$ cat src/hw/rtl/mcs_pkg.sv
// Package for the MCTS child selection unit: sizes, the queued child record,
// queue handshake structs and the back-end sequencer states.
// No dependencies.
`timescale 1ns / 1ps
`default_nettype none

package mcs_pkg;

    localparam int MAX_CHILDREN = 128;
    localparam int IDX_W        = $clog2(MAX_CHILDREN);
    localparam int CNT_W        = $clog2(MAX_CHILDREN + 1);

    localparam int Q_W          = 17;
    localparam int PRIOR_W      = 16;
    localparam int VISIT_W      = 24;
    localparam int DIV_W        = VISIT_W + 1;
    localparam int SCORE_W      = 18;
    localparam int OUT_IDX_W    = 7;

    localparam int DIV_STEPS    = PRIOR_W;
    localparam int STEP_W       = $clog2(DIV_STEPS);

    localparam int QUEUE_DEPTH  = 2;
    localparam int QPTR_W       = $clog2(QUEUE_DEPTH);
    localparam int QCNT_W       = $clog2(QUEUE_DEPTH + 1);

    typedef struct packed {
        logic [Q_W-1:0]     q_value;
        logic [PRIOR_W-1:0] prior;
        logic [DIV_W-1:0]   divisor;
        logic               unvisited;
        logic               active;
        logic [IDX_W-1:0]   index;
        logic               last;
    } t_item;

    typedef struct packed {
        logic  valid;
        t_item item;
    } t_queue_push;

    typedef struct packed {
        logic full;
        logic empty;
    } t_queue_status;

    typedef enum logic [1:0] {
        BK_IDLE,
        BK_DIV,
        BK_EVAL
    } t_back_state;

    function automatic logic [OUT_IDX_W-1:0] to_out_index(input logic [IDX_W-1:0] idx);
        logic [31:0] wide;
        wide = 32'(idx);
        return wide[OUT_IDX_W-1:0];
    endfunction

endpackage

`default_nettype wire

$ cat src/hw/rtl/mcts_child_select_unit.sv
// The back end takes one child at a time from the queue: it loads it, divides, then
// evaluates it before it takes the next; the divider gives one quotient bit per cycle.
// A two-entry queue lets the front accept while the back end is busy.
// Reset is synchronous, active low; it clears the queue, the sequencer,
// the child counter and both running selections. There is no clearing pass.
`timescale 1ns / 1ps
`default_nettype none

module mcts_child_select_unit (
    input  wire logic                          i_clk,
    input  wire logic                          i_rst_n,
    input  wire logic                          i_in_valid,
    output logic                               o_in_ready,
    input  wire logic [mcs_pkg::Q_W-1:0]       i_q_value,
    input  wire logic [mcs_pkg::PRIOR_W-1:0]   i_prior,
    input  wire logic [mcs_pkg::VISIT_W-1:0]   i_visit_count,
    input  wire logic                          i_last_child,
    output logic                               o_out_valid,
    input  wire logic                          i_out_ready,
    output logic [mcs_pkg::OUT_IDX_W-1:0]      o_best_score_index,
    output logic                               o_score_found,
    output logic [mcs_pkg::OUT_IDX_W-1:0]      o_best_new_index,
    output logic                               o_new_found
);
    import mcs_pkg::*;

    t_queue_push   push;
    t_queue_status status;
    t_item         head;
    logic          pop;

    mcs_front u_front (
        .i_clk         (i_clk),
        .i_rst_n       (i_rst_n),
        .i_in_valid    (i_in_valid),
        .o_in_ready    (o_in_ready),
        .i_q_value     (i_q_value),
        .i_prior       (i_prior),
        .i_visit_count (i_visit_count),
        .i_last_child  (i_last_child),
        .i_status      (status),
        .o_push        (push)
    );

    mcs_queue u_queue (
        .i_clk    (i_clk),
        .i_rst_n  (i_rst_n),
        .i_push   (push),
        .i_pop    (pop),
        .o_status (status),
        .o_item   (head)
    );

    mcs_back u_back (
        .i_clk              (i_clk),
        .i_rst_n            (i_rst_n),
        .i_status           (status),
        .i_item             (head),
        .o_pop              (pop),
        .o_out_valid        (o_out_valid),
        .i_out_ready        (i_out_ready),
        .o_best_score_index (o_best_score_index),
        .o_score_found      (o_score_found),
        .o_best_new_index   (o_best_new_index),
        .o_new_found        (o_new_found)
    );

endmodule

`default_nettype wire

$ cat src/hw/rtl/mcs_front.sv
// Front end: accepts child requests, numbers them within the node and
// classifies them before they enter the queue. Depends on mcs_pkg.
`timescale 1ns / 1ps
`default_nettype none

module mcs_front (
    input  wire logic                        i_clk,
    input  wire logic                        i_rst_n,
    input  wire logic                        i_in_valid,
    output logic                             o_in_ready,
    input  wire logic [mcs_pkg::Q_W-1:0]     i_q_value,
    input  wire logic [mcs_pkg::PRIOR_W-1:0] i_prior,
    input  wire logic [mcs_pkg::VISIT_W-1:0] i_visit_count,
    input  wire logic                        i_last_child,
    input  wire mcs_pkg::t_queue_status      i_status,
    output mcs_pkg::t_queue_push             o_push
);
    import mcs_pkg::*;

    logic [CNT_W-1:0] r_cnt;
    logic [CNT_W-1:0] n_cnt;
    logic             accept;
    logic             active;

    assign o_in_ready = !i_status.full;
    assign accept     = i_in_valid && o_in_ready;
    assign active     = (r_cnt < CNT_W'(MAX_CHILDREN));

    always_comb begin
        o_push.valid          = accept;
        o_push.item.q_value   = i_q_value;
        o_push.item.prior     = i_prior;
        o_push.item.divisor   = {1'b0, i_visit_count} + DIV_W'(1);
        o_push.item.unvisited = (i_visit_count == '0);
        o_push.item.active    = active;
        o_push.item.index     = r_cnt[IDX_W-1:0];
        o_push.item.last      = i_last_child;
    end

    always_comb begin
        n_cnt = r_cnt;
        if (accept) begin
            if (i_last_child) begin
                n_cnt = '0;
            end else if (active) begin
                n_cnt = r_cnt + CNT_W'(1);
            end
        end
    end

    always_ff @(posedge i_clk) begin
        if (!i_rst_n) begin
            r_cnt <= '0;
        end else begin
            r_cnt <= n_cnt;
        end
    end

`ifndef SYNTHESIS
    a_cnt_bounded: assert property (@(posedge i_clk) disable iff (!i_rst_n)
        r_cnt <= CNT_W'(MAX_CHILDREN))
        else $error("child counter beyond saturation limit");
`endif

endmodule

`default_nettype wire

$ cat src/hw/rtl/mcs_queue.sv
// Short queue of classified child requests between front and back end.
// Depends on mcs_pkg.
`timescale 1ns / 1ps
`default_nettype none

module mcs_queue (
    input  wire logic                   i_clk,
    input  wire logic                   i_rst_n,
    input  wire mcs_pkg::t_queue_push   i_push,
    input  wire logic                   i_pop,
    output mcs_pkg::t_queue_status      o_status,
    output mcs_pkg::t_item              o_item
);
    import mcs_pkg::*;

    t_item             r_mem [QUEUE_DEPTH];
    logic [QPTR_W-1:0] r_wr;
    logic [QPTR_W-1:0] r_rd;
    logic [QCNT_W-1:0] r_cnt;
    logic [QPTR_W-1:0] n_wr;
    logic [QPTR_W-1:0] n_rd;
    logic [QCNT_W-1:0] n_cnt;

    assign o_status.full  = (r_cnt == QCNT_W'(QUEUE_DEPTH));
    assign o_status.empty = (r_cnt == '0);
    assign o_item         = r_mem[r_rd];

    always_comb begin
        n_wr  = r_wr;
        n_rd  = r_rd;
        n_cnt = r_cnt;
        if (i_push.valid) begin
            n_wr = (r_wr == QPTR_W'(QUEUE_DEPTH - 1)) ? '0 : r_wr + QPTR_W'(1);
        end
        if (i_pop) begin
            n_rd = (r_rd == QPTR_W'(QUEUE_DEPTH - 1)) ? '0 : r_rd + QPTR_W'(1);
        end
        if (i_push.valid && !i_pop) begin
            n_cnt = r_cnt + QCNT_W'(1);
        end else if (i_pop && !i_push.valid) begin
            n_cnt = r_cnt - QCNT_W'(1);
        end
    end

    always_ff @(posedge i_clk) begin
        if (!i_rst_n) begin
            r_wr  <= '0;
            r_rd  <= '0;
            r_cnt <= '0;
        end else begin
            r_wr  <= n_wr;
            r_rd  <= n_rd;
            r_cnt <= n_cnt;
        end
    end

    always_ff @(posedge i_clk) begin
        if (i_push.valid) begin
            r_mem[r_wr] <= i_push.item;
        end
    end

`ifndef SYNTHESIS
    a_no_overflow: assert property (@(posedge i_clk) disable iff (!i_rst_n)
        i_push.valid |-> (r_cnt != QCNT_W'(QUEUE_DEPTH)))
        else $error("request pushed into a full queue");
`endif

endmodule

`default_nettype wire

$ cat src/hw/rtl/mcs_back.sv
// Back end: bit-serial divider for prior / (1 + visits), the two running
// selections and the result register. Depends on mcs_pkg.
`timescale 1ns / 1ps
`default_nettype none

module mcs_back (
    input  wire logic                          i_clk,
    input  wire logic                          i_rst_n,
    input  wire mcs_pkg::t_queue_status        i_status,
    input  wire mcs_pkg::t_item                i_item,
    output logic                               o_pop,
    output logic                               o_out_valid,
    input  wire logic                          i_out_ready,
    output logic [mcs_pkg::OUT_IDX_W-1:0]      o_best_score_index,
    output logic                               o_score_found,
    output logic [mcs_pkg::OUT_IDX_W-1:0]      o_best_new_index,
    output logic                               o_new_found
);
    import mcs_pkg::*;

    t_back_state               r_state;
    t_back_state               n_state;
    t_item                     r_item;
    logic [DIV_W-1:0]          r_rem;
    logic [PRIOR_W-1:0]        r_quo;
    logic [STEP_W-1:0]         r_step;

    logic signed [SCORE_W-1:0] r_best_score;
    logic [IDX_W-1:0]          r_best_child;
    logic                      r_score_seen;
    logic [PRIOR_W-1:0]        r_best_prior;
    logic [IDX_W-1:0]          r_new_child;
    logic                      r_new_seen;
    logic                      r_out_valid;

    logic signed [SCORE_W-1:0] n_best_score;
    logic [IDX_W-1:0]          n_best_child;
    logic                      n_score_seen;
    logic [PRIOR_W-1:0]        n_best_prior;
    logic [IDX_W-1:0]          n_new_child;
    logic                      n_new_seen;

    logic                      load;
    logic                      step;
    logic                      commit;
    logic                      out_blocked;
    logic [DIV_W-1:0]          rem_shift;
    logic [DIV_W:0]            trial;
    logic                      fits;
    logic signed [SCORE_W-1:0] score;

    assign out_blocked = r_item.last && r_out_valid && !i_out_ready;

    always_comb begin
        n_state = r_state;
        unique case (r_state)
            BK_IDLE: begin
                if (!i_status.empty) begin
                    n_state = BK_DIV;
                end
            end
            BK_DIV: begin
                if (r_step == STEP_W'(DIV_STEPS - 1)) begin
                    n_state = BK_EVAL;
                end
            end
            BK_EVAL: begin
                if (!out_blocked) begin
                    n_state = BK_IDLE;
                end
            end
            default: n_state = BK_IDLE;
        endcase
    end

    always_comb begin
        load   = 1'b0;
        step   = 1'b0;
        commit = 1'b0;
        unique case (r_state)
            BK_IDLE: load   = !i_status.empty;
            BK_DIV:  step   = 1'b1;
            BK_EVAL: commit = !out_blocked;
            default: ;
        endcase
    end

    assign o_pop = load;

    assign rem_shift = {r_rem[DIV_W-2:0], r_quo[PRIOR_W-1]};
    assign trial     = {1'b0, rem_shift} - {1'b0, r_item.divisor};
    assign fits      = !trial[DIV_W];

    assign score = $signed({r_item.q_value[Q_W-1], r_item.q_value})
                 + $signed({2'b00, r_quo});

    always_comb begin
        n_best_score = r_best_score;
        n_best_child = r_best_child;
        n_score_seen = r_score_seen;
        n_best_prior = r_best_prior;
        n_new_child  = r_new_child;
        n_new_seen   = r_new_seen;
        if (r_item.active) begin
            if (score > r_best_score) begin
                n_best_score = score;
                n_best_child = r_item.index;
                n_score_seen = 1'b1;
            end
            if (r_item.unvisited && (r_item.prior > r_best_prior)) begin
                n_best_prior = r_item.prior;
                n_new_child  = r_item.index;
                n_new_seen   = 1'b1;
            end
        end
    end

    always_ff @(posedge i_clk) begin
        if (!i_rst_n) begin
            r_state      <= BK_IDLE;
            r_out_valid  <= 1'b0;
            r_best_score <= '0;
            r_best_child <= '0;
            r_score_seen <= 1'b0;
            r_best_prior <= '0;
            r_new_child  <= '0;
            r_new_seen   <= 1'b0;
        end else begin
            r_state <= n_state;
            if (commit && r_item.last) begin
                r_out_valid <= 1'b1;
            end else if (i_out_ready) begin
                r_out_valid <= 1'b0;
            end
            if (commit) begin
                if (r_item.last) begin
                    r_best_score <= '0;
                    r_best_child <= '0;
                    r_score_seen <= 1'b0;
                    r_best_prior <= '0;
                    r_new_child  <= '0;
                    r_new_seen   <= 1'b0;
                end else begin
                    r_best_score <= n_best_score;
                    r_best_child <= n_best_child;
                    r_score_seen <= n_score_seen;
                    r_best_prior <= n_best_prior;
                    r_new_child  <= n_new_child;
                    r_new_seen   <= n_new_seen;
                end
            end
        end
    end

    always_ff @(posedge i_clk) begin
        if (load) begin
            r_item <= i_item;
            r_rem  <= '0;
            r_quo  <= i_item.prior;
            r_step <= '0;
        end else if (step) begin
            r_rem  <= fits ? trial[DIV_W-1:0] : rem_shift;
            r_quo  <= {r_quo[PRIOR_W-2:0], fits};
            r_step <= r_step + STEP_W'(1);
        end
        if (commit && r_item.last) begin
            o_best_score_index <= n_score_seen ? to_out_index(n_best_child) : '0;
            o_score_found      <= n_score_seen;
            o_best_new_index   <= n_new_seen ? to_out_index(n_new_child) : '0;
            o_new_found        <= n_new_seen;
        end
    end

    assign o_out_valid = r_out_valid;

`ifndef SYNTHESIS
    a_rem_below_div: assert property (@(posedge i_clk) disable iff (!i_rst_n)
        (r_state == BK_DIV) |-> (r_rem < r_item.divisor))
        else $error("divider remainder not below divisor");

    a_hold_on_stall: assert property (@(posedge i_clk) disable iff (!i_rst_n)
        (r_state == BK_EVAL && out_blocked) |=> (r_state == BK_EVAL))
        else $error("node result committed over a pending result");

    a_seen_clean: assert property (@(posedge i_clk) disable iff (!i_rst_n)
        (r_score_seen || (r_best_child == '0 && r_best_score == '0))
        && (r_new_seen || (r_new_child == '0 && r_best_prior == '0)))
        else $error("selection state set without a found flag");
`endif

endmodule

`default_nettype wire

$ cat config.mk
export PLATFORM = sky130hd
export DESIGN_NAME = mcts_child_select_unit
export DESIGN_NICKNAME = d
export VERILOG_FILES = /design/src/hw/rtl/mcs_pkg.sv /design/src/hw/rtl/mcts_child_select_unit.sv /design/src/hw/rtl/mcs_front.sv /design/src/hw/rtl/mcs_queue.sv /design/src/hw/rtl/mcs_back.sv
export SDC_FILE = /design/constraint.sdc
export NUM_CORES = 1
export LEC_CHECK = 0
export BUFFER_PORTS_ARGS = -buffer_cell sky130_fd_sc_hd__buf_2
export CAP_MARGIN = 5
export CORE_MARGIN = 4
export CORE_UTILIZATION = 60
export CTS_CLUSTER_SIZE = 40
export DETAILED_ROUTE_END_ITERATION = 7
export PLACE_DENSITY = 0.75
export SYNTH_ARGS = -nofsm -noshare
export SYNTH_HDL_FRONTEND = slang
export SYNTH_SLANG_ARGS = --single-unit
$ cat constraint.sdc
create_clock -name i_clk -period 6.4 [get_ports i_clk]
set_clock_uncertainty 0.1 [all_clocks]
set_input_delay 1.28 -clock i_clk [delete_from_list [all_inputs] [get_ports i_clk]]
set_output_delay 1.28 -clock i_clk [all_outputs]
set_load 0.1 [all_outputs]
==> results by group <==
Layout
  • Final std cells w/o fill: 1693
  • Nets: 1480
  • Area delta synth->final: 12.76%
  • Diode count: 0
  • Layout cells sized above 1: approximately 17%
  • Fin area: about 17000 µm²

Detailed routing
  • DRT antenna net count: 0
  • Via count: 9751
  • Routed vias/inst: 5.760
  • Post-route DRC: 0
  • Overall routed net length: ~30 mm
  • Routed len/inst: between 15 and 20 µm
  • Drt initial violations: 796
  • Detailed Routing Iterations Pass 1: 5

Pwr
  • Worst VDD drop: about 0.27 mV
  • Leakage: about 0.0066 µW
  • Power Density: between 400 and 500 nW/µm²

STA
  • Final hold vios: 0
  • Minimum clock period: between 5 and 6 ns
  • Max Clk Rate: about 200 MHz
  • Measured slew at the worst slew-check pin: around 1.1 ns
  • Worst hold slack: roughly 0.36 ns
  • Final worst path period share: around four fifths
  • Unrepaired setup endpoints after global routing: no
  • TNS Setup: 0 ns
  • Max-slew headroom: 24.95%
  • Slew Limit Fails: 0
  • Final setup violation count: 0

Floorplan
  • Die Area: ~28000 µm²
  • Floorplan row count: 58
  • Io pins: 80
  • Initial Utilization: 60.94%
  • Die Wd: around 170 µm
  • Die height: approximately 170 µm
  • Core ar.: 25110 µm²

Setup path
  • Crit. End Element: flop
  • Largest stage delay on the critical path: 0.77 ns
  • Worst path required time: between 6 and 7 ns
  • Crit. path cell count: 17
  • CP max FO: 24
  • Critical Path AT: about 5.5 ns
  • Worst path buffer plus inverter count: 0
  • Crit-path cells: ha_1, fa_1, a21o_1, a21oi_2, o21bai_2, a2111oi_2, nor4_1, o311a_1, a211o_1, ha_1, nand4_1, nor2_1, nand4_1, nand3_1, or2_1, o21a_1, a22o_1
  • Reg2reg setup slack: roughly 1.3 ns
  • Setup Crit Path Kind: flop to flop
  • Nature of the critical path startpoint: flop
  • Crit path max-delay family: compound AO/OA/AOI/OAI gates
  • Slowest cell on the critical path: o21a_1
  • R2r worst-path depth: 17

Logic synthesis
  • Syn_nets: 1391
  • Post-synth top cells: edfxtp_1 (236), nand2_1 (108), inv_1 (97), dfxtp_1 (94), ha_1 (80)
  • EDFF count, synth: around 240
  • Most frequent cell after synthesis: edfxtp_1
  • Number of distinct library cells after synthesis: 70
  • Post-Syn Area: 15300 µm²
  • Post-synthesis register bit count: 330
  • Synth Warn #: 0
  • Sequential fraction of the synthesis area: a little under 60%
  • Avg Cell Area, Syn: approximately 12 µm²
  • Synth async-reset ratio: 0%
  • Post-synth top area cell: edfxtp_1
  • Top cell type's share of synthesized area: roughly 46%
  • Cell count after synthesis: between 1000 and 1500
  • Top cells by area, synth: edfxtp_1 (46%), dfxtp_1 (12%), ha_1 (6.5%), mux2_2 (5.1%), a22o_1 (2.8%)
  • Post-synth top flop: edfxtp_1

Job
  • Max cap viols: 0

CTS
  • Htree depth: 2
  • Cts hold-fix bufs: 0
  • Worst skew pair latency: approximately 0.52 ns
  • Root Buffer: clkbuf_16
  • CTS tree: done
  • Clock Sinks: 330
  • Postcts setup bufs: 0
  • Post-CTS Resized: 0
  • Num CTS Buffers: 35
  • Clk buf depth: 3
  • Worst-path clk slew: 0.06 ns

Global routing
  • GRT Overall Usage: 21.45%
  • GRT overflow: 0
  • Largest net degree at the start of global routing: between 80 and 90
  • Global-route wire length before repair: slightly below 50 mm
  • Vias in the first global route: a little under 10000
  • Initial antenna violation count: 0

Place
  • Dpl cells: between 1500 and 2000
  • GPL Wtd Cong: 0.8651
  • HPWL Detailed: approximately 21 mm
  • Placed inst area: about 16000 µm²
  • PortBufs: about 80

Outcome
  • Status: finished, final reports clean

Worst hold path
  • Hold Crit Depth: 2
  • Hold WC Path Type: flop to flop
[metrics by stage]
step	setup slack, ns	utilization [%]	power, µW
final	1.291	68.71	8252
after global placement	1.473	63.83	6088
after detailed placement	1.306	63.83	6171
after floorplan	1.378	-	5400
after CTS	1.280	68.71	8300
after global routing	0.9326	68.71	8802
[power breakdown]
group / switching, µW / internal (µW)
clock network: 826 / 1280
registers: 255 / 2900
logic: 1770 / 1220
total: 2850 / 5410
[state kept, by name, summed over array words and instances, names as in the netlist, 8 cells and up, named ones only]
name                 count
u_queue.r_mem          136
u_back.r_item           68
u_back.r_rem            24
u_back.r_best_score     18
u_back.r_best_prior     16
u_back.r_quo            16
u_front.r_cnt            8
[metal layers]
layer | part of all wire, % | global-route usage [%] | vias to the layer above
met5 | 0 | 0 | -
met4 | 2.2 | 5.681 | 0
met3 | 4.0 | 3.399 | 59
met2 | 51 | 38.31 | 217
met1 | 43 | 27.37 | 4721
li1 | - | - | 4754
[kinds of logic after synthesis]
family	share of synthesized area, %
AO/OA/AOI/OAI	12.09
XOR/XNOR	3.434
adder cells (fa/ha/maj)	6.804
buffers and inverters	3.524
flip-flops	58.61
multiplexers	6.321
AND/OR/NAND/NOR	9.216
[cell usage in the layout (no fill, tap or decap), types with 6 or more instances in the layout]
cell type,count
a21o_1,19
nand3_1,37
nor3_1,13
mux2_2,69
o211ai_1,8
a22o_1,49
xor2_1,24
dfxtp_1,93
nor2_1,43
ha_1,80
nand2b_1,11
clkbuf_16,37
xnor2_1,36
buf_4,9
nand4_1,15
nor2b_1,12
clkinv_2,6
buf_2,79
or3_1,6
and3_1,12
nand2_1,108
and2_1,12
o21a_1,19
a31oi_1,6
inv_1,96
o21ai_0,28
o21ai_1,27
a21oi_1,50
mux2i_1,19
edfxtp_1,236
[final timing paths]
path / from / endpoint
worst max register to register: u_back.r_quo[0]$_DFFE_PP_ / u_back.r_best_score[5]$_SDFFE_PN0P_
worst min-delay path: u_back.r_rem[23]$_SDFFE_PP0P_ / u_back.r_rem[23]$_SDFFE_PP0P_
worst max-delay path: u_back.r_quo[0]$_DFFE_PP_ / u_back.r_best_score[5]$_SDFFE_PN0P_
worst min register to register: u_back.r_rem[23]$_SDFFE_PP0P_ / u_back.r_rem[23]$_SDFFE_PP0P_
[tightest hold or removal path, stage by stage (launching register included)]
cell and delay (ns):
dfxtp_1 0.32, nand2_1 0.05, o21ai_1 0.05
[final cells by class]
cell class | instances | area, µm²
flip-flops and latches | 330 | 8970
fillers | 1843 | 7856
multi-input cells | 783 | 5813
clock buffers | 46 | 1010
repair buffers | 88 | 462.9
well taps | 330 | 412.9
inverters | 98 | 369.1
clock inverters | 18 | 215.2
No activity file was read; power rests on OpenSTA's default activity.
